===== config.mk =====
export PLATFORM = sky130hd
export DESIGN_NAME = decimal_exponent_number_alu_flat
export DESIGN_NICKNAME = d
export VERILOG_FILES = /design/src/design/dexp_pkg.sv /design/src/design/dexp_if.sv /design/src/design/dexp_div10.sv /design/src/design/decimal_exponent_number_alu.sv /design/src/flat_wrapper.sv
export SDC_FILE = /design/constraint.sdc
export NUM_CORES = 2
export LEC_CHECK = 0
export ABC_CLOCK_PERIOD_IN_PS = 11800
export CAP_MARGIN = 30
export CORE_ASPECT_RATIO = 1.4
export CORE_MARGIN = 2
export CORE_UTILIZATION = 59
export CTS_BUF_LIST = sky130_fd_sc_hd__clkbuf_4 sky130_fd_sc_hd__clkbuf_8 sky130_fd_sc_hd__clkbuf_16
export CTS_CLUSTER_SIZE = 10
export DETAILED_ROUTE_END_ITERATION = 10
export DONT_BUFFER_PORTS = 1
export MAX_ROUTING_LAYER = met4
export PLACE_DENSITY = 0.78
export SETUP_SLACK_MARGIN = 0.05
export SYNTH_ARGS = -nofsm -noshare
export SYNTH_HDL_FRONTEND = slang
export SYNTH_SLANG_ARGS = --single-unit

===== constraint.sdc =====
create_clock -name clk -period 11.8 [get_ports clk]
set_input_delay 0 -clock clk [delete_from_list [all_inputs] [get_ports clk]]
set_output_delay 0 -clock clk [all_outputs]
set_load 0.02 [all_outputs]

===== src/design/dexp_pkg.sv =====
// shared types and codes for the decimal exponent number alu
`default_nettype none

package dexp_pkg;

  // operation codes
  localparam logic [2:0] OP_ADD = 3'd0;
  localparam logic [2:0] OP_SUB = 3'd1;
  localparam logic [2:0] OP_MUL = 3'd2;
  localparam logic [2:0] OP_DIV = 3'd3;
  localparam logic [2:0] OP_CMP = 3'd4;

  // order codes
  localparam logic [1:0] ORD_LT = 2'd0;
  localparam logic [1:0] ORD_EQ = 2'd1;
  localparam logic [1:0] ORD_GT = 2'd2;
  localparam logic [1:0] ORD_UN = 2'd3;

  // width of the digit shift counters (scale count, quotient adjust)
  localparam int ADJ_W = 8;

  // request to the divide-by-ten unit
  typedef struct packed {
    logic start;
    logic wide;
  } div_req_t;

  // status from the divide-by-ten unit
  typedef struct packed {
    logic       done;
    logic [3:0] rem;
  } div_rsp_t;

endpackage

`default_nettype wire


===== src/design/dexp_if.sv =====
// input and result channel interfaces of the decimal exponent number alu
`default_nettype none

interface dexp_in_if #(
  parameter int DATA_WIDTH = 32
);
  logic                         valid;
  logic                         ready;
  logic [2:0]                   operation;
  logic signed [DATA_WIDTH-1:0] a_significand;
  logic signed [DATA_WIDTH-1:0] a_exponent;
  logic signed [DATA_WIDTH-1:0] b_significand;
  logic signed [DATA_WIDTH-1:0] b_exponent;

  modport source (
    output valid, operation, a_significand, a_exponent, b_significand, b_exponent,
    input  ready
  );
  modport sink (
    input  valid, operation, a_significand, a_exponent, b_significand, b_exponent,
    output ready
  );
endinterface

interface dexp_out_if #(
  parameter int DATA_WIDTH = 32
);
  logic                         valid;
  logic                         ready;
  logic signed [DATA_WIDTH-1:0] r_significand;
  logic signed [DATA_WIDTH-1:0] r_exponent;
  logic [1:0]                   order;

  modport source (
    output valid, r_significand, r_exponent, order,
    input  ready
  );
  modport sink (
    input  valid, r_significand, r_exponent, order,
    output ready
  );
endinterface

`default_nettype wire


===== src/design/dexp_div10.sv =====
// nibble-serial divide-by-ten unit with remainder
`default_nettype none

module dexp_div10
  import dexp_pkg::*;
#(
  parameter int DATA_WIDTH = 32,
  localparam int PW = ((2 * DATA_WIDTH + 3) / 4) * 4
) (
  input  wire logic          clk,
  input  wire logic          rst_n,
  input  wire div_req_t      req,
  input  wire logic [PW-1:0] din,
  output      div_rsp_t      rsp,
  output      logic [PW-1:0] quo
);

  localparam int SW = ((DATA_WIDTH + 3) / 4) * 4;
  localparam int CW = $clog2(PW / 4 + 1);

  logic [PW-1:0] dv_r, dv_nxt;
  logic [3:0]    rem_r, rem_nxt;
  logic [CW-1:0] cnt_r, cnt_nxt;
  logic          busy_r, busy_nxt;
  logic          done_r, done_nxt;

  logic [7:0]  cur;
  logic [14:0] prod;
  logic [3:0]  qn;
  logic [7:0]  rn;

  // one decimal digit step: cur < 160, q = cur * 205 >> 11
  assign cur  = {rem_r, dv_r[PW-1 -: 4]};
  assign prod = {7'd0, cur} * 15'd205;
  assign qn   = prod[14:11];
  assign rn   = cur - {1'b0, qn, 3'b000} - {3'b000, qn, 1'b0};

  always_comb begin
    dv_nxt   = dv_r;
    rem_nxt  = rem_r;
    cnt_nxt  = cnt_r;
    busy_nxt = busy_r;
    done_nxt = 1'b0;
    if (req.start) begin
      rem_nxt  = 4'd0;
      busy_nxt = 1'b1;
      if (req.wide) begin
        dv_nxt  = din;
        cnt_nxt = CW'(PW / 4);
      end else begin
        dv_nxt  = {din[SW-1:0], {(PW - SW){1'b0}}};
        cnt_nxt = CW'(SW / 4);
      end
    end else if (busy_r) begin
      dv_nxt  = {dv_r[PW-5:0], qn};
      rem_nxt = rn[3:0];
      cnt_nxt = cnt_r - CW'(1);
      if (cnt_r == CW'(1)) begin
        busy_nxt = 1'b0;
        done_nxt = 1'b1;
      end
    end
  end

  always_ff @(posedge clk) begin
    if (!rst_n) begin
      busy_r <= 1'b0;
      done_r <= 1'b0;
    end else begin
      busy_r <= busy_nxt;
      done_r <= done_nxt;
    end
    dv_r  <= dv_nxt;
    rem_r <= rem_nxt;
    cnt_r <= cnt_nxt;
  end

  assign rsp.done = done_r;
  assign rsp.rem  = rem_r;
  assign quo      = dv_r;

endmodule

`default_nettype wire


===== src/design/decimal_exponent_number_alu.sv =====
// top level of the decimal exponent number alu
`default_nettype none

// Decimal exponent number alu. A number is a signed significand times ten to
// a signed exponent; the largest exponent marks NaN (significand zero) or an
// infinity. One word in gives one word out: add, subtract, multiply, divide
// (each result stripped of trailing decimal zeros) or an order code. The
// block works on one word at a time: in_port.ready is high only while idle,
// and the result waits in its register until out_port takes it. Latency
// varies with the data and is set mostly by the shared nibble-serial
// divide-by-ten unit, which steps through the significand a nibble at a time
// (through the double-width product when scaling a product down). It is
// called through a wait state for each trailing-zero test, each truncated
// alignment or overflow digit, each product digit and each compare. The
// shift-add multiplier takes one multiplier bit per pass, and long division
// takes up to nine subtracts and one digit step per quotient digit.
// No memories.

module decimal_exponent_number_alu
  import dexp_pkg::*;
#(
  parameter int DATA_WIDTH = 32
) (
  input wire logic  clk,
  input wire logic  rst_n,
  dexp_in_if.sink   in_port,
  dexp_out_if.source out_port
);

  localparam int W  = DATA_WIDTH;
  localparam int PW = ((2 * W + 3) / 4) * 4;
  localparam int DW = W + 4;

  localparam logic signed [W-1:0] EMAX    = {1'b0, {(W - 1){1'b1}}};
  localparam logic signed [W-1:0] EMAX_M1 = {1'b0, {(W - 2){1'b1}}, 1'b0};
  localparam logic signed [W-1:0] SMIN    = {1'b1, {(W - 1){1'b0}}};
  localparam logic [W-1:0]  SMAX_U = {1'b0, {(W - 1){1'b1}}};
  localparam logic [W-1:0]  SMIN_U = {1'b1, {(W - 1){1'b0}}};
  // magnitude bounds for a times-ten that stays in range
  localparam logic [W-1:0]  MUL_HI = SMAX_U / W'(10);
  localparam logic [W-1:0]  MUL_LO = SMIN_U / W'(10);
  localparam logic [DW-1:0] Q_MAX  = DW'(SMAX_U);
  localparam logic [DW-1:0] Q_LIM  = DW'(MUL_HI);

  // sequencer states
  localparam logic [5:0] S_IDLE  = 6'd0;
  localparam logic [5:0] S_NA    = 6'd1;
  localparam logic [5:0] S_NB    = 6'd2;
  localparam logic [5:0] S_SUBR  = 6'd3;
  localparam logic [5:0] S_ADD   = 6'd4;
  localparam logic [5:0] S_AL1   = 6'd5;
  localparam logic [5:0] S_AL2   = 6'd6;
  localparam logic [5:0] S_AL3   = 6'd7;
  localparam logic [5:0] S_AL3P  = 6'd8;
  localparam logic [5:0] S_AL4   = 6'd9;
  localparam logic [5:0] S_AL4P  = 6'd10;
  localparam logic [5:0] S_OVF   = 6'd11;
  localparam logic [5:0] S_OVFA  = 6'd12;
  localparam logic [5:0] S_OVFB  = 6'd13;
  localparam logic [5:0] S_MUL   = 6'd14;
  localparam logic [5:0] S_MULI  = 6'd15;
  localparam logic [5:0] S_MULF  = 6'd16;
  localparam logic [5:0] S_MULFP = 6'd17;
  localparam logic [5:0] S_MULE  = 6'd18;
  localparam logic [5:0] S_DIV   = 6'd19;
  localparam logic [5:0] S_DV1   = 6'd20;
  localparam logic [5:0] S_DV2   = 6'd21;
  localparam logic [5:0] S_DV3   = 6'd22;
  localparam logic [5:0] S_DIVE  = 6'd23;
  localparam logic [5:0] S_CMP   = 6'd24;
  localparam logic [5:0] S_CML   = 6'd25;
  localparam logic [5:0] S_NORM  = 6'd26;
  localparam logic [5:0] S_NORMP = 6'd27;
  localparam logic [5:0] S_DWAIT = 6'd28;
  localparam logic [5:0] S_DONE  = 6'd29;

  function automatic logic [W-1:0] mag_f(input logic signed [W-1:0] x);
    return x[W-1] ? (~x + W'(1)) : x;
  endfunction

  function automatic logic signed [W-1:0] sgn_f(input logic neg, input logic [W-1:0] q);
    return neg ? (~q + W'(1)) : q;
  endfunction

  function automatic logic [1:0] swap_ord(input logic [1:0] o);
    logic [1:0] r;
    r = o;
    if (o == ORD_LT) r = ORD_GT;
    else if (o == ORD_GT) r = ORD_LT;
    return r;
  endfunction

  // sequencer and subroutine return points
  logic [5:0] state_r, state_nxt;
  logic [5:0] ret_r, ret_nxt;
  logic [5:0] dret_r, dret_nxt;
  logic [2:0] op_r, op_nxt;

  // operands, alignment copy and result / normalize register
  logic signed [W-1:0] as_r, as_nxt, ae_r, ae_nxt;
  logic signed [W-1:0] bs_r, bs_nxt, be_r, be_nxt;
  logic signed [W-1:0] be0_r, be0_nxt;
  logic signed [W-1:0] ns_r, ns_nxt, ne_r, ne_nxt;
  logic [1:0]          ord_r, ord_nxt;
  logic                neg_r, neg_nxt;

  // multiply
  logic [2*W-1:0]   acc_r, acc_nxt, mc_r, mc_nxt;
  logic [W-1:0]     mp_r, mp_nxt;
  logic [ADJ_W-1:0] k_r, k_nxt;

  // long division
  logic [DW-1:0]    sa_r, sa_nxt, sb_r, sb_nxt, q_r, q_nxt, qp_r, qp_nxt;
  logic [ADJ_W-1:0] adj_r, adj_nxt;

  // compare
  logic [W-1:0] ma_r, ma_nxt, mb_r, mb_nxt, d_r, d_nxt;
  logic         flip_r, flip_nxt;

  // shared divide-by-ten unit
  div_req_t      div_req;
  div_rsp_t      div_rsp;
  logic [PW-1:0] div_din;
  logic [PW-1:0] div_quo;

  dexp_div10 #(.DATA_WIDTH(W)) u_div10 (
    .clk  (clk),
    .rst_n(rst_n),
    .req  (div_req),
    .din  (div_din),
    .rsp  (div_rsp),
    .quo  (div_quo)
  );

  logic in_fire;
  assign in_fire = in_port.valid && in_port.ready;

  // operand class
  logic a_nan, a_inf, b_nan, b_inf;
  assign a_nan = (ae_r == EMAX) && (as_r == '0);
  assign a_inf = (ae_r == EMAX) && (as_r != '0);
  assign b_nan = (be_r == EMAX) && (bs_r == '0);
  assign b_inf = (be_r == EMAX) && (bs_r != '0);

  // times-ten and its range check
  logic signed [W-1:0] as10, bs10;
  logic                ovf10_a, ovf10_b;
  assign as10    = (as_r <<< 3) + (as_r <<< 1);
  assign bs10    = (bs_r <<< 3) + (bs_r <<< 1);
  assign ovf10_a = as_r[W-1] ? (mag_f(as_r) > MUL_LO) : ($unsigned(as_r) > MUL_HI);
  assign ovf10_b = bs_r[W-1] ? (mag_f(bs_r) > MUL_LO) : ($unsigned(bs_r) > MUL_HI);

  // aligned sum
  logic [W:0] sum_x;
  logic       add_ovf;
  assign sum_x   = {as_r[W-1], as_r} + {bs_r[W-1], bs_r};
  assign add_ovf = sum_x[W] ^ sum_x[W-1];

  // divider quotient, re-signed
  logic [W-1:0]        dq_w;
  logic signed [W-1:0] sq_a, sq_b, sq_n;
  assign dq_w = div_quo[W-1:0];
  assign sq_a = sgn_f(as_r[W-1], dq_w);
  assign sq_b = sgn_f(bs_r[W-1], dq_w);
  assign sq_n = sgn_f(ns_r[W-1], dq_w);

  // product exponent: a + b, then + scale count, each range checked
  logic [W:0]   me1, me2;
  logic [W-1:0] mul_exp;
  assign me1 = {ae_r[W-1], ae_r} + {be_r[W-1], be_r};
  assign me2 = {me1[W-1], me1[W-1:0]} + {{(W + 1 - ADJ_W){k_r[ADJ_W-1]}}, k_r};
  assign mul_exp = ((me1[W] ^ me1[W-1]) || (me2[W] ^ me2[W-1])) ? EMAX : me2[W-1:0];

  // quotient exponent: a - b, then - adjust
  logic [W:0]   de1, de2;
  logic [W-1:0] div_exp;
  assign de1 = {ae_r[W-1], ae_r} - {be_r[W-1], be_r};
  assign de2 = {de1[W-1], de1[W-1:0]} - {{(W + 1 - ADJ_W){adj_r[ADJ_W-1]}}, adj_r};
  assign div_exp = ((de1[W] ^ de1[W-1]) || (de2[W] ^ de2[W-1])) ? EMAX : de2[W-1:0];

  // long division scaling
  logic [DW-1:0] sa10, q10;
  logic [DW+3:0] sb10x;
  assign sa10  = (sa_r << 3) + (sa_r << 1);
  assign q10   = (q_r << 3) + (q_r << 1);
  assign sb10x = ({4'd0, sb_r} << 3) + ({4'd0, sb_r} << 1);

  logic [W-1:0] ma10;
  assign ma10 = (ma_r << 3) + (ma_r << 1);

  logic neg_c;
  assign neg_c = as_r[W-1] ^ bs_r[W-1];

  // rank for infinities (neg inf, finite, pos inf) and for finite signs
  logic [1:0] ri_a, ri_b, rf_a, rf_b;
  assign ri_a = a_inf ? (as_r[W-1] ? 2'd0 : 2'd2) : 2'd1;
  assign ri_b = b_inf ? (bs_r[W-1] ? 2'd0 : 2'd2) : 2'd1;
  assign rf_a = as_r[W-1] ? 2'd0 : ((as_r == '0) ? 2'd1 : 2'd2);
  assign rf_b = bs_r[W-1] ? 2'd0 : ((bs_r == '0) ? 2'd1 : 2'd2);

  logic [1:0] cml_ord;
  assign cml_ord = (ma_r < mb_r) ? ORD_LT : ((ma_r > mb_r) ? ORD_GT : ORD_EQ);

  always_comb begin
    state_nxt = state_r;
    ret_nxt   = ret_r;
    dret_nxt  = dret_r;
    op_nxt    = op_r;
    as_nxt    = as_r;
    ae_nxt    = ae_r;
    bs_nxt    = bs_r;
    be_nxt    = be_r;
    be0_nxt   = be0_r;
    ns_nxt    = ns_r;
    ne_nxt    = ne_r;
    ord_nxt   = ord_r;
    neg_nxt   = neg_r;
    acc_nxt   = acc_r;
    mc_nxt    = mc_r;
    mp_nxt    = mp_r;
    k_nxt     = k_r;
    sa_nxt    = sa_r;
    sb_nxt    = sb_r;
    q_nxt     = q_r;
    qp_nxt    = qp_r;
    adj_nxt   = adj_r;
    ma_nxt    = ma_r;
    mb_nxt    = mb_r;
    d_nxt     = d_r;
    flip_nxt  = flip_r;
    div_req   = '0;
    div_din   = '0;

    case (state_r)
      S_IDLE: begin
        if (in_fire) begin
          op_nxt    = in_port.operation;
          bs_nxt    = in_port.b_significand;
          be_nxt    = in_port.b_exponent;
          ns_nxt    = in_port.a_significand;
          ne_nxt    = in_port.a_exponent;
          ret_nxt   = S_NA;
          state_nxt = S_NORM;
        end
      end
      // intake: strip both operands
      S_NA: begin
        as_nxt    = ns_r;
        ae_nxt    = ne_r;
        ns_nxt    = bs_r;
        ne_nxt    = be_r;
        ret_nxt   = S_NB;
        state_nxt = S_NORM;
      end
      S_NB: begin
        bs_nxt  = ns_r;
        be_nxt  = ne_r;
        ord_nxt = ORD_LT;
        case (op_r)
          OP_ADD: state_nxt = S_ADD;
          OP_SUB: begin
            // most negative significand negates to the most positive one
            ns_nxt    = (ns_r == SMIN) ? $signed(SMAX_U) : -ns_r;
            ret_nxt   = S_SUBR;
            state_nxt = S_NORM;
          end
          OP_MUL: state_nxt = S_MUL;
          OP_DIV: state_nxt = S_DIV;
          OP_CMP: state_nxt = S_CMP;
          default: begin
            ns_nxt    = '0;
            ne_nxt    = EMAX;
            ord_nxt   = ORD_UN;
            state_nxt = S_DONE;
          end
        endcase
      end
      S_SUBR: begin
        bs_nxt    = ns_r;
        be_nxt    = ne_r;
        state_nxt = S_ADD;
      end
      // add: specials first
      S_ADD: begin
        state_nxt = S_DONE;
        if (a_nan || b_nan || (a_inf && b_inf && (as_r[W-1] != bs_r[W-1]))) begin
          ns_nxt = '0;
          ne_nxt = EMAX;
        end else if (a_inf) begin
          ns_nxt = as_r;
          ne_nxt = ae_r;
        end else if (b_inf) begin
          ns_nxt = bs_r;
          ne_nxt = be_r;
        end else begin
          be0_nxt   = be_r;
          state_nxt = S_AL1;
        end
      end
      // scale the larger-exponent term up while it fits
      S_AL1: begin
        if ((ae_r > be0_r) && !ovf10_a) begin
          if (as_r == '0) begin
            ae_nxt    = be0_r;
            state_nxt = S_AL2;
          end else begin
            as_nxt = as10;
            ae_nxt = ae_r - W'(1);
          end
        end else begin
          state_nxt = S_AL2;
        end
      end
      S_AL2: begin
        if ((be_r > ae_r) && !ovf10_b) begin
          if (bs_r == '0) begin
            be_nxt    = ae_r;
            state_nxt = S_AL3;
          end else begin
            bs_nxt = bs10;
            be_nxt = be_r - W'(1);
          end
        end else begin
          state_nxt = S_AL3;
        end
      end
      // then truncate the other term down
      S_AL3: begin
        if ((ae_r < be_r) && (as_r != '0)) begin
          div_req.start = 1'b1;
          div_din       = PW'(mag_f(as_r));
          dret_nxt      = S_AL3P;
          state_nxt     = S_DWAIT;
        end else begin
          state_nxt = S_AL4;
        end
      end
      S_AL3P: begin
        as_nxt    = sq_a;
        ae_nxt    = ae_r + W'(1);
        state_nxt = S_AL3;
      end
      S_AL4: begin
        if ((be_r < ae_r) && (bs_r != '0)) begin
          div_req.start = 1'b1;
          div_din       = PW'(mag_f(bs_r));
          dret_nxt      = S_AL4P;
          state_nxt     = S_DWAIT;
        end else begin
          state_nxt = S_OVF;
        end
      end
      S_AL4P: begin
        bs_nxt    = sq_b;
        be_nxt    = be_r + W'(1);
        state_nxt = S_AL4;
      end
      // sum overflow: drop a digit from both terms
      S_OVF: begin
        if (add_ovf) begin
          if (ae_r == EMAX) begin
            ns_nxt    = as_r;
            ne_nxt    = ae_r;
            state_nxt = S_DONE;
          end else begin
            div_req.start = 1'b1;
            div_din       = PW'(mag_f(as_r));
            dret_nxt      = S_OVFA;
            state_nxt     = S_DWAIT;
          end
        end else begin
          ns_nxt    = sum_x[W-1:0];
          ne_nxt    = (ae_r > be_r) ? ae_r : be_r;
          ret_nxt   = S_DONE;
          state_nxt = S_NORM;
        end
      end
      S_OVFA: begin
        as_nxt        = sq_a;
        ae_nxt        = ae_r + W'(1);
        div_req.start = 1'b1;
        div_din       = PW'(mag_f(bs_r));
        dret_nxt      = S_OVFB;
        state_nxt     = S_DWAIT;
      end
      S_OVFB: begin
        bs_nxt    = sq_b;
        be_nxt    = be_r + W'(1);
        state_nxt = S_OVF;
      end
      // multiply
      S_MUL: begin
        neg_nxt = neg_c;
        if (a_nan || b_nan || ((a_inf || b_inf) && ((as_r == '0) || (bs_r == '0)))) begin
          ns_nxt    = '0;
          ne_nxt    = EMAX;
          state_nxt = S_DONE;
        end else if (a_inf || b_inf) begin
          ns_nxt    = neg_c ? '1 : W'(1);
          ne_nxt    = EMAX;
          state_nxt = S_DONE;
        end else begin
          acc_nxt   = '0;
          mc_nxt    = {{W{1'b0}}, mag_f(as_r)};
          mp_nxt    = mag_f(bs_r);
          k_nxt     = '0;
          state_nxt = S_MULI;
        end
      end
      // shift-add, one multiplier bit a cycle
      S_MULI: begin
        if (mp_r != '0) begin
          if (mp_r[0]) acc_nxt = acc_r + mc_r;
          mc_nxt = mc_r << 1;
          mp_nxt = mp_r >> 1;
        end else begin
          state_nxt = S_MULF;
        end
      end
      // scale the product down until it fits
      S_MULF: begin
        if (acc_r[2*W-1:W-1] != '0) begin
          div_req.start = 1'b1;
          div_req.wide  = 1'b1;
          div_din       = PW'(acc_r);
          dret_nxt      = S_MULFP;
          state_nxt     = S_DWAIT;
        end else begin
          state_nxt = S_MULE;
        end
      end
      S_MULFP: begin
        acc_nxt   = div_quo[2*W-1:0];
        k_nxt     = k_r + ADJ_W'(1);
        state_nxt = S_MULF;
      end
      S_MULE: begin
        ns_nxt    = sgn_f(neg_r, acc_r[W-1:0]);
        ne_nxt    = mul_exp;
        ret_nxt   = S_DONE;
        state_nxt = S_NORM;
      end
      // divide: specials first
      S_DIV: begin
        neg_nxt   = neg_c;
        state_nxt = S_DONE;
        if (a_nan || b_nan || (a_inf && b_inf)) begin
          ns_nxt = '0;
          ne_nxt = EMAX;
        end else if (a_inf) begin
          ns_nxt = neg_c ? '1 : W'(1);
          ne_nxt = EMAX;
        end else if (b_inf) begin
          ns_nxt = '0;
          ne_nxt = '0;
        end else if (bs_r == '0) begin
          ns_nxt = as_r;
          ne_nxt = EMAX;
        end else if (as_r == '0) begin
          ns_nxt = '0;
          ne_nxt = '0;
        end else begin
          sa_nxt    = DW'(mag_f(as_r));
          sb_nxt    = DW'(mag_f(bs_r));
          adj_nxt   = '0;
          state_nxt = S_DV1;
        end
      end
      // line the divisor up under the dividend's leading digit
      S_DV1: begin
        if (sa_r < sb_r) begin
          sa_nxt  = sa10;
          adj_nxt = adj_r + ADJ_W'(1);
        end else begin
          state_nxt = S_DV2;
        end
      end
      S_DV2: begin
        if ({4'd0, sa_r} >= sb10x) begin
          sb_nxt  = sb10x[DW-1:0];
          adj_nxt = adj_r - ADJ_W'(1);
        end else begin
          q_nxt     = '0;
          qp_nxt    = '0;
          state_nxt = S_DV3;
        end
      end
      // one subtraction a cycle, one quotient digit per pass
      S_DV3: begin
        if (sa_r >= sb_r) begin
          sa_nxt = sa_r - sb_r;
          q_nxt  = q_r + DW'(1);
        end else if (q_r > Q_MAX) begin
          // digit would push past the most positive value: drop it
          q_nxt     = qp_r;
          adj_nxt   = adj_r - ADJ_W'(1);
          state_nxt = S_DIVE;
        end else if (((sa_r == '0) || (q_r > Q_LIM)) && !adj_r[ADJ_W-1]) begin
          state_nxt = S_DIVE;
        end else begin
          qp_nxt  = q_r;
          q_nxt   = q10;
          sa_nxt  = sa10;
          adj_nxt = adj_r + ADJ_W'(1);
        end
      end
      S_DIVE: begin
        ns_nxt    = sgn_f(neg_r, q_r[W-1:0]);
        ne_nxt    = div_exp;
        ret_nxt   = S_DONE;
        state_nxt = S_NORM;
      end
      // compare by true value
      S_CMP: begin
        ns_nxt    = '0;
        ne_nxt    = '0;
        state_nxt = S_DONE;
        if (a_nan || b_nan) begin
          ord_nxt = ORD_UN;
        end else if (a_inf || b_inf) begin
          ord_nxt = (ri_a < ri_b) ? ORD_LT : ((ri_a > ri_b) ? ORD_GT : ORD_EQ);
        end else if (rf_a != rf_b) begin
          ord_nxt = (rf_a < rf_b) ? ORD_LT : ORD_GT;
        end else if (as_r == '0) begin
          ord_nxt = ORD_EQ;
        end else begin
          // put the larger exponent on the left, scale it toward the right
          if (ae_r < be_r) begin
            ma_nxt   = mag_f(bs_r);
            mb_nxt   = mag_f(as_r);
            d_nxt    = be_r - ae_r;
            flip_nxt = ~as_r[W-1];
            div_din  = PW'(mag_f(as_r));
          end else begin
            ma_nxt   = mag_f(as_r);
            mb_nxt   = mag_f(bs_r);
            d_nxt    = ae_r - be_r;
            flip_nxt = as_r[W-1];
            div_din  = PW'(mag_f(bs_r));
          end
          div_req.start = 1'b1;
          dret_nxt      = S_CML;
          state_nxt     = S_DWAIT;
        end
      end
      // quotient of the right magnitude by ten stays in the divider
      S_CML: begin
        if (d_r == '0) begin
          ord_nxt   = flip_r ? swap_ord(cml_ord) : cml_ord;
          state_nxt = S_DONE;
        end else if (ma_r > dq_w) begin
          ord_nxt   = flip_r ? ORD_LT : ORD_GT;
          state_nxt = S_DONE;
        end else begin
          ma_nxt = ma10;
          d_nxt  = d_r - W'(1);
        end
      end
      // strip trailing zeros, never into the special exponent
      S_NORM: begin
        if ((ns_r == '0) || !(ne_r < EMAX_M1)) begin
          state_nxt = ret_r;
        end else begin
          div_req.start = 1'b1;
          div_din       = PW'(mag_f(ns_r));
          dret_nxt      = S_NORMP;
          state_nxt     = S_DWAIT;
        end
      end
      S_NORMP: begin
        if (div_rsp.rem == 4'd0) begin
          ns_nxt    = sq_n;
          ne_nxt    = ne_r + W'(1);
          state_nxt = S_NORM;
        end else begin
          state_nxt = ret_r;
        end
      end
      S_DWAIT: begin
        if (div_rsp.done) state_nxt = dret_r;
      end
      S_DONE: begin
        if (out_port.ready) state_nxt = S_IDLE;
      end
      default: state_nxt = S_IDLE;
    endcase
  end

  always_ff @(posedge clk) begin
    if (!rst_n) begin
      state_r <= S_IDLE;
    end else begin
      state_r <= state_nxt;
    end
    ret_r  <= ret_nxt;
    dret_r <= dret_nxt;
    op_r   <= op_nxt;
    as_r   <= as_nxt;
    ae_r   <= ae_nxt;
    bs_r   <= bs_nxt;
    be_r   <= be_nxt;
    be0_r  <= be0_nxt;
    ns_r   <= ns_nxt;
    ne_r   <= ne_nxt;
    ord_r  <= ord_nxt;
    neg_r  <= neg_nxt;
    acc_r  <= acc_nxt;
    mc_r   <= mc_nxt;
    mp_r   <= mp_nxt;
    k_r    <= k_nxt;
    sa_r   <= sa_nxt;
    sb_r   <= sb_nxt;
    q_r    <= q_nxt;
    qp_r   <= qp_nxt;
    adj_r  <= adj_nxt;
    ma_r   <= ma_nxt;
    mb_r   <= mb_nxt;
    d_r    <= d_nxt;
    flip_r <= flip_nxt;
  end

  // handshake and result word
  assign in_port.ready          = (state_r == S_IDLE);
  assign out_port.valid         = (state_r == S_DONE);
  assign out_port.r_significand = ns_r;
  assign out_port.r_exponent    = ne_r;
  assign out_port.order         = ord_r;

  // one word in flight: no new word right after an accept
  a_one_word: assert property (@(posedge clk) disable iff (!rst_n)
    in_fire |=> !in_port.ready)
    else $error("word accepted while another is in flight");

  // the divider only reports back while the sequencer waits for it
  a_div_wait: assert property (@(posedge clk) disable iff (!rst_n)
    div_rsp.done |-> (state_r == S_DWAIT))
    else $error("divider finished outside its wait state");

  // compare gives a zero number
  a_cmp_zero: assert property (@(posedge clk) disable iff (!rst_n)
    (out_port.valid && (op_r == OP_CMP)) |-> ((ns_r == '0) && (ne_r == '0)))
    else $error("compare result carries a nonzero number");

  // arithmetic gives order zero
  a_arith_ord: assert property (@(posedge clk) disable iff (!rst_n)
    (out_port.valid && ((op_r == OP_ADD) || (op_r == OP_SUB) || (op_r == OP_MUL) ||
                        (op_r == OP_DIV))) |-> (out_port.order == ORD_LT))
    else $error("arithmetic result carries an order code");

endmodule

`default_nettype wire

===== src/flat_wrapper.sv =====
// flat-port wrapper written by rule: the top's interface ports become plain ports
module decimal_exponent_number_alu_flat import dexp_pkg::*;
#(
  parameter int DATA_WIDTH = 32
)
  (clk, rst_n, in_port_valid, in_port_operation, in_port_a_significand, in_port_a_exponent, in_port_b_significand, in_port_b_exponent, in_port_ready, out_port_valid, out_port_r_significand, out_port_r_exponent, out_port_order, out_port_ready);
  dexp_in_if #(.DATA_WIDTH(DATA_WIDTH)) in_port_i ();
  dexp_out_if #(.DATA_WIDTH(DATA_WIDTH)) out_port_i ();
  input wire logic clk;
  input wire logic rst_n;
  input wire logic [$bits(in_port_i.valid)-1:0] in_port_valid;
  input wire logic [$bits(in_port_i.operation)-1:0] in_port_operation;
  input wire logic [$bits(in_port_i.a_significand)-1:0] in_port_a_significand;
  input wire logic [$bits(in_port_i.a_exponent)-1:0] in_port_a_exponent;
  input wire logic [$bits(in_port_i.b_significand)-1:0] in_port_b_significand;
  input wire logic [$bits(in_port_i.b_exponent)-1:0] in_port_b_exponent;
  output wire logic [$bits(in_port_i.ready)-1:0] in_port_ready;
  output wire logic [$bits(out_port_i.valid)-1:0] out_port_valid;
  output wire logic [$bits(out_port_i.r_significand)-1:0] out_port_r_significand;
  output wire logic [$bits(out_port_i.r_exponent)-1:0] out_port_r_exponent;
  output wire logic [$bits(out_port_i.order)-1:0] out_port_order;
  input wire logic [$bits(out_port_i.ready)-1:0] out_port_ready;
  assign in_port_i.valid = in_port_valid;
  assign in_port_i.operation = in_port_operation;
  assign in_port_i.a_significand = in_port_a_significand;
  assign in_port_i.a_exponent = in_port_a_exponent;
  assign in_port_i.b_significand = in_port_b_significand;
  assign in_port_i.b_exponent = in_port_b_exponent;
  assign in_port_ready = in_port_i.ready;
  assign out_port_valid = out_port_i.valid;
  assign out_port_r_significand = out_port_i.r_significand;
  assign out_port_r_exponent = out_port_i.r_exponent;
  assign out_port_order = out_port_i.order;
  assign out_port_i.ready = out_port_ready;
  decimal_exponent_number_alu #(.DATA_WIDTH(DATA_WIDTH)) u_core (.clk(clk), .rst_n(rst_n), .in_port(in_port_i), .out_port(out_port_i));
endmodule

==> Yosys cells after proc, flatten, opt, wreduce, memory -nomap -nowiden <==
Index checks and enable logic that the tools add are counted.
{ "classes": {"add_sub_neg": 35, "n_mul": 1, "n_lt_le_gt_ge": 21, "eq_ne": 94, "n_mux": 243, "n_bitwise": 22, "reduce_logical": 86} }
{ "ops": {"columns": ["cell", "n"], "rows": [
  ["$mux 32", 74],
  ["$mux 64", 16],
  ["$mux 36", 22],
  ["$pmux 32 s11", 2],
  ["$pmux 64 s7", 1],
  ["$pmux 32 s2", 4],
  ["$pmux 32 s4", 2],
  ["$mux 6", 40],
  ["$pmux 36 s2", 3],
  ["$add 32x2->32 const B", 6],
  ["$not 32->32", 6],
  ["$pmux 32 s3", 2],
  ["$pmux 64 s3", 1],
  ["$pmux 6 s28", 1],
  ["$gt 32x32->1", 5],
  ["$gt 32x28->1 const B", 4],
  ["$logic_not 32->1", 4],
  ["$pmux 64 s2", 1],
  ["$pmux 36 s3", 1],
  ["$add 32x1->32 const B", 3],
  ["$add 32x32->32", 3],
  ["$eq 32x32->1 const B", 3],
  ["$lt 32x32->1", 3],
  ["$mux 8", 12],
  ["other kinds (90)", 283]
]} }
{ "word_totals": {"reg_bits": 740, "input_bits": 135, "out_inout_bits": 68, "word_cells": 533} }

==> Depth between registers and ports, before layout <==
{ "depth": {"depth_word": 11, "ltp_mapped": 30, "ltp_nobuf": 28} }

==> Hierarchy <==
Synthesis repeated with hierarchy kept, for this count alone.
{ "unflattened": {"hier_cells": 9055, "area_unflattened_um2": 75826.5} }
{ "modules_own_cells": {"columns": ["module", "n_inst", "cells_per_inst", "area_per_inst_um2", "seq_area_each_um2"], "rows": [
  ["decimal_exponent_number_alu", 1, 8666, 71258.3, 19769.0],
  ["dexp_div10", 1, 389, 4568.1, 2192.1]
]} }

==> Worst setup path after synthesis <==
OpenSTA, ideal clock, no wires.
{ "synth_path": {"path_kind": "reg2reg", "from": "register u_core.as_r[4]", "to": "register u_core.mc_r[0] (enable)", "setup_ns": 0.693, "arrival_ns": 10.679, "required_time_ns": 11.107, "setup_slack_ns": 0.427, "stages_incl_launch_ff": 15, "n_path_buf": 5, "synth_period_minus_slack_ns": 11.373, "cell_sequence": "edfxtp_1 clkbuf_1 nor4_2 nand4_1 and3b_1 buf_2 inv_1 clkbuf_1 nand2_1 clkbuf_1 buf_1 ha_1 and3_1 nor2_1 a211oi_1"} }
{ "synth_via": {"elab_chain_len": 7, "word_cells_on_any_way": 12, "cone_classes": "2 x eq/ne; 10 x reduce/logical"} }
{ "synth_rtl": {"columns": ["element", "line", "source"], "rows": [
  ["start: declaration", "decimal_exponent_number_alu.sv:100", "logic signed [W-1:0] as_r, as_nxt, ae_r, ae_nxt;"],
  ["start signal: assignment", "decimal_exponent_number_alu.sv:598", "as_r <= as_nxt;"],
  ["$reduce_bool 32->1", "decimal_exponent_number_alu.sv:141", "assign a_inf = (ae_r == EMAX) && (as_r != '0);"],
  ["$logic_and 1x1->1", "decimal_exponent_number_alu.sv:141", null],
  ["$logic_or 1x1->1", "decimal_exponent_number_alu.sv:394, decimal_exponent_number_alu.sv:398", null],
  ["$logic_and 1x1->1", "decimal_exponent_number_alu.sv:394", "if (a_nan || b_nan || ((a_inf || b_inf) && ((as_r == '0) || (bs_r == '0)))) begin"],
  ["$logic_or 1x1->1", "decimal_exponent_number_alu.sv:394", null],
  ["$ne 2x2->1 (no source line)", null, null],
  ["$reduce_and 4->1 (no source line) (*)", null, null],
  ["end signal: assignment", "decimal_exponent_number_alu.sv:608", "mc_r <= mc_nxt;"],
  ["end: declaration", "decimal_exponent_number_alu.sv:108", "logic [2*W-1:0] acc_r, acc_nxt, mc_r, mc_nxt;"]
]} }
Every way passes the cells marked *; elsewhere a longest branch is shown, timed or not.
A chain may end at the register's enable or synchronous reset.

==> Worst setup path after layout <==
{ "layout_path": {"from": "register u_core.ae_r[0]", "to": "register u_core.ne_r[14] (netlist: u_core.out_port.r_exponent[14]), data pin"} }
{ "layout_via": {"elab_chain_len": 7, "word_cells_on_any_way": 32, "cone_classes": "4 x add/sub; 1 x order compare; 1 x eq/ne; 10 x mux; 4 x bitwise; 12 x reduce/logical"} }
{ "layout_rtl": {"columns": ["element", "line", "source"], "rows": [
  ["start: declaration", "decimal_exponent_number_alu.sv:100", null],
  ["start signal: assignment", "decimal_exponent_number_alu.sv:599", "ae_r <= ae_nxt;"],
  ["parallel branches: the longest is 6 deep, another holds $sub 32x32->33", null, null],
  ["$pmux 32 s11 (*)", "decimal_exponent_number_alu.sv:234", "case (state_r)"],
  ["named net u_core.ne_nxt[14]", "decimal_exponent_number_alu.sv:103", "logic signed [W-1:0] ns_r, ns_nxt, ne_r, ne_nxt;"],
  ["end signal: assignment", "decimal_exponent_number_alu.sv:604", "ne_r <= ne_nxt;"],
  ["end: declaration", "decimal_exponent_number_alu.sv:103", null]
]} }
Mark *: on every way through the listed nets, which the timed path passes.

==> parameters.txt <==
Parameter                              Value

Power and ir drop
  Cell Pwr Density    364.6 mW/mm^2
  Standby leakage power    around 32 nW
  Peak VDD IR    0.3997 mV

Floorplan
  Effective utilization at floorplan    59.27%
  Floorplan die width    305.9 um
  Number of placement rows    ~160
  Number of top-level pins    between 200 and 250
  Die Span Y    426.7 um
  Die area    0.1305 mm^2
  Core Footprint    0.1270 mm^2

Drt
  DR top layer    met4
  Total length of routed met3 wires    ~48 mm
  Total Routed Length    342.7 mm
  Metal1 wirelength    ~120 mm
  Met2 WL    around 140 mm
  Number of nets with antenna violations after detailed routing    0
  Number of vias per cell    between 7 and 8
  Post-detailed-route DRC marker count    0
  Iter 0 DRT Violations    12550
  Number of detailed-route iterations in the first pass    9
  Via count    slightly below 80000
  Avg WL per Cell    31.80 um

Yosys
  Sequential area share after synthesis    29.17%
  Mean area per synthesized cell    8.301 um^2
  Count of synthesis-stage warnings from yosys    0
  Number of flops mapped to enable cells by yosys    724
  Count of unique library cells instantiated by Yosys    approximately 100
  Post-Synthesis Cells    9070
  Syn_nets    just under 10000
  Dominant synthesized flop cell    sky130_fd_sc_hd__edfxtp_1
  #FFs+latches synth    735
  Synth Cell Area    0.07529 mm^2
  FFs w/ async S/R, synth    0%

CTS
  Num CTS Buffers    89
  TritonCTS clock tree    yes
  Count of clock tree sinks    roughly 740
  Total number of H-tree levels    3
  Setup fix buffers added after clock tree synthesis    0
  Max Buffers Root-to-Sink    3
  CTS Root Buffer Type    sky130_fd_sc_hd__clkbuf_16
  Post-cts repair resize count    0
  Clock Pin Slew Worst Setup and Hold Paths    0.06 ns
  Source-to-sink clock delay at the later pin of the worst-skew pair    0.78 ns

STA
  Transition at the pin with the smallest max-transition slack    approximately 1.2 ns
  Endpoints failing hold    1
  Clk_skew    0.04308 ns
  RSZ-0062 raised after global routing    no
  Post-Route Setup TNS    0 ns
  Final Max Slew Viols    0
  Worst slew margin    between 20 and 25%
  Fmax    0.1233 GHz
  Worst hold slack after final layout    -0.004717 ns
  Share of the clock period used by the worst path after layout    68.76%
  Finish-stage setup viols    0
  Shortest period the worst path allows    8.114 ns

Layout
  Net count, final    9857
  Fraction of final layout cells with drive strength greater than 1    5.980%
  Number of cells in the finished layout apart from fillers    10780
  Layout area overhead    9.052%
  Post-route cell area    0.08211 mm^2
  Most frequent cells in the layout    845 x sky130_fd_sc_hd__a21oi_1, 821 x sky130_fd_sc_hd__nand2_1, 758 x sky130_fd_sc_hd__nor2_1
  Commonest non-fill, non-tap cell in the layout    sky130_fd_sc_hd__a21oi_1

GRT
  Initial antenna violation count    44
  Largest net degree at the start of global routing    84
  Global route overflow    0
  Global-route wire length before repair    491.5 mm
  Number of global-route vias before repair    roughly 74000
  Total global routing track utilization    52.33%

Setup path
  Family with the most delay on the worst path    compound AO/OA/AOI/OAI gates
  Cell repeated most along the worst path    sky130_fd_sc_hd__nand3_1
  Signal arrival time at the worst endpoint    8.61 ns
  Critical path endpoint category    flip-flop
  Required time at the endpoint of the critical path    12.30 ns
  Startpoint-to-endpoint class of the critical path    flip-flop to flip-flop
  Combined buffer and inverter count along the critical path    3
  Slowest cell on crit path    sky130_fd_sc_hd__a21boi_0
  Maximum fanout along the worst path    13
  CP max stage delay    slightly below 0.7 ns
  Worst setup SP type    flip-flop

Status
  Status    complete, but fails checks
  Violations in the final reports    hold timing

Run
  Max-cap violations    0

Placed design
  PortBufs    0
  Estimated wirelength of the detail-placed design    256.6 mm
  GP Congestion    1.097
  Placed Cells    10430
  Placed instance area    around 0.078 mm^2

Worst hold path
  Path class of the lowest-slack min-delay path    input port to flip-flop
==> metrics by stage <==
stage / total power (W) / setup WS, ns / utilization (%)
final: 0.02993 / 3.686 / 64.64
after global routing: 0.03094 / 3.134 / 64.62
after CTS: 0.02865 / 3.895 / 64.49
after detailed placement: 0.02569 / 3.935 / 61.16
after global placement: 0.02528 / 4.047 / 60.95
after floorplan: 0.01834 / 0.4275 / -
==> layer usage <==
metal  vias to the layer above  global-route usage, %
li1                      33650                      -
met1                     36800                  59.65
met2                      6069                  75.09
met3                      1663                  16.05
met4                         0                  44.05
met5                         -                      -
==> final timing paths <==
path                                                start                           endpoint  slack, ns  depth (start not counted)
worst max-delay path                       u_core.ae_r[0]     u_core.out_port.r_exponent[14]       3.69                         25
worst min-delay path            in_port_a_significand[16]  u_core.out_port.r_significand[16]     -0.005                          2
worst max register to register             u_core.ae_r[0]     u_core.out_port.r_exponent[14]       3.69                         25
worst min register to register            u_core.mc_r[58]                    u_core.mc_r[59]       0.56                          1
==> synth_stat cells, types with 39 or more instances <==
library cell	number	area, um^2
sky130_fd_sc_hd__o211ai_1	81	608.1
sky130_fd_sc_hd__nand4_1	112	700.7
sky130_fd_sc_hd__a211oi_1	78	585.6
sky130_fd_sc_hd__nand2_1	828	3108
sky130_fd_sc_hd__buf_1	50	187.7
sky130_fd_sc_hd__xor2_1	330	2890
sky130_fd_sc_hd__or4_1	39	292.8
sky130_fd_sc_hd__o221ai_1	61	534.3
sky130_fd_sc_hd__nor3_1	185	925.9
sky130_fd_sc_hd__a21o_1	258	1937
sky130_fd_sc_hd__o31ai_1	65	488.0
sky130_fd_sc_hd__a21oi_1	852	4264
sky130_fd_sc_hd__a221oi_1	49	429.2
sky130_fd_sc_hd__clkbuf_1	434	1629
sky130_fd_sc_hd__nor2b_1	74	462.9
sky130_fd_sc_hd__mux2i_1	73	730.7
sky130_fd_sc_hd__nor4_1	87	544.3
sky130_fd_sc_hd__o21ai_0	670	3353
sky130_fd_sc_hd__o21a_1	58	435.4
sky130_fd_sc_hd__and2_1	65	406.6
sky130_fd_sc_hd__edfxtp_1	724	21740
sky130_fd_sc_hd__o22ai_1	79	494.2
sky130_fd_sc_hd__and3_1	103	644.4
sky130_fd_sc_hd__nor2_1	774	2905
sky130_fd_sc_hd__xnor2_1	576	5045
sky130_fd_sc_hd__inv_1	408	1531
sky130_fd_sc_hd__nand3_1	208	1041
sky130_fd_sc_hd__a31oi_1	94	588.1
sky130_fd_sc_hd__a22oi_1	86	645.6
sky130_fd_sc_hd__or2_2	39	244.0
sky130_fd_sc_hd__nand2b_1	98	613.1
sky130_fd_sc_hd__ha_1	678	8483
sky130_fd_sc_hd__or3_1	98	613.1
sky130_fd_sc_hd__a222oi_1	95	950.9
sky130_fd_sc_hd__o21bai_1	83	623.1
==> logic make-up after synthesis <==
group,count (synthesis),synth area share (%)
flops,735,29.17
buf+inv,921,4.641
compound gates,2927,24.97
xor+xnor,906,10.54
mux,77,1.030
fa+ha+maj,703,11.93
simple gates,2801,17.72
==> final cells by class <==
type	count	area [um^2]
diodes	48	120.1
clock buffers	132	2587
clock inverters	20	274.0
fillers	10780	44920
inverters	419	1573
multi-input cells	7414	50390
flip-flops and latches	735	21960
well taps	1648	2062
repair buffers	360	3138
==> what timing repair did <==
item                                   CTS  global route
setup endpoints to repair                0             0
hold buffers                           136             1
endpoints found under the hold margin  141             1
==> worst reg2reg max path, delay by kind of cell, from the launching register on <==
| kind | cells | cell delay [ns] |
|---|---|---|
| buf+inv | 3 | 0.49 |
| xor+xnor | 1 | 0.14 |
| fa+ha+maj | 3 | 1.03 |
| compound gates | 12 | 4.34 |
| simple gates | 6 | 1.29 |
| flops | 1 | 0.58 |
==> power breakdown <==
group | switching, W | leakage [nW] | internal [W]
combinational | 0.0139 | 24.1 | 0.00715
clock | 0.00128 | 1.43 | 0.00155
sequential | 0.00173 | 6.72 | 0.00431
==> registers in the layout, indices dropped and copies added (netlist names), 8 cells and up <==
register,count
u_core.d_r,32
u_core.k_r,8
u_core.mb_r,32
u_core.be0_r,32
u_core.mc_r,64
u_core.acc_r,64
u_core.bs_r,32
u_core.sb_r,36
u_core.u_div10.quo,64
u_core.adj_r,8
u_core.ae_r,32
u_core.ma_r,32
u_core.out_port.r_significand,32
u_core.qp_r,36
u_core.as_r,32
u_core.out_port.r_exponent,32
u_core.be_r,32
u_core.mp_r,32
u_core.sa_r,36
u_core.q_r,36
(Power assumes the default switching activity.)
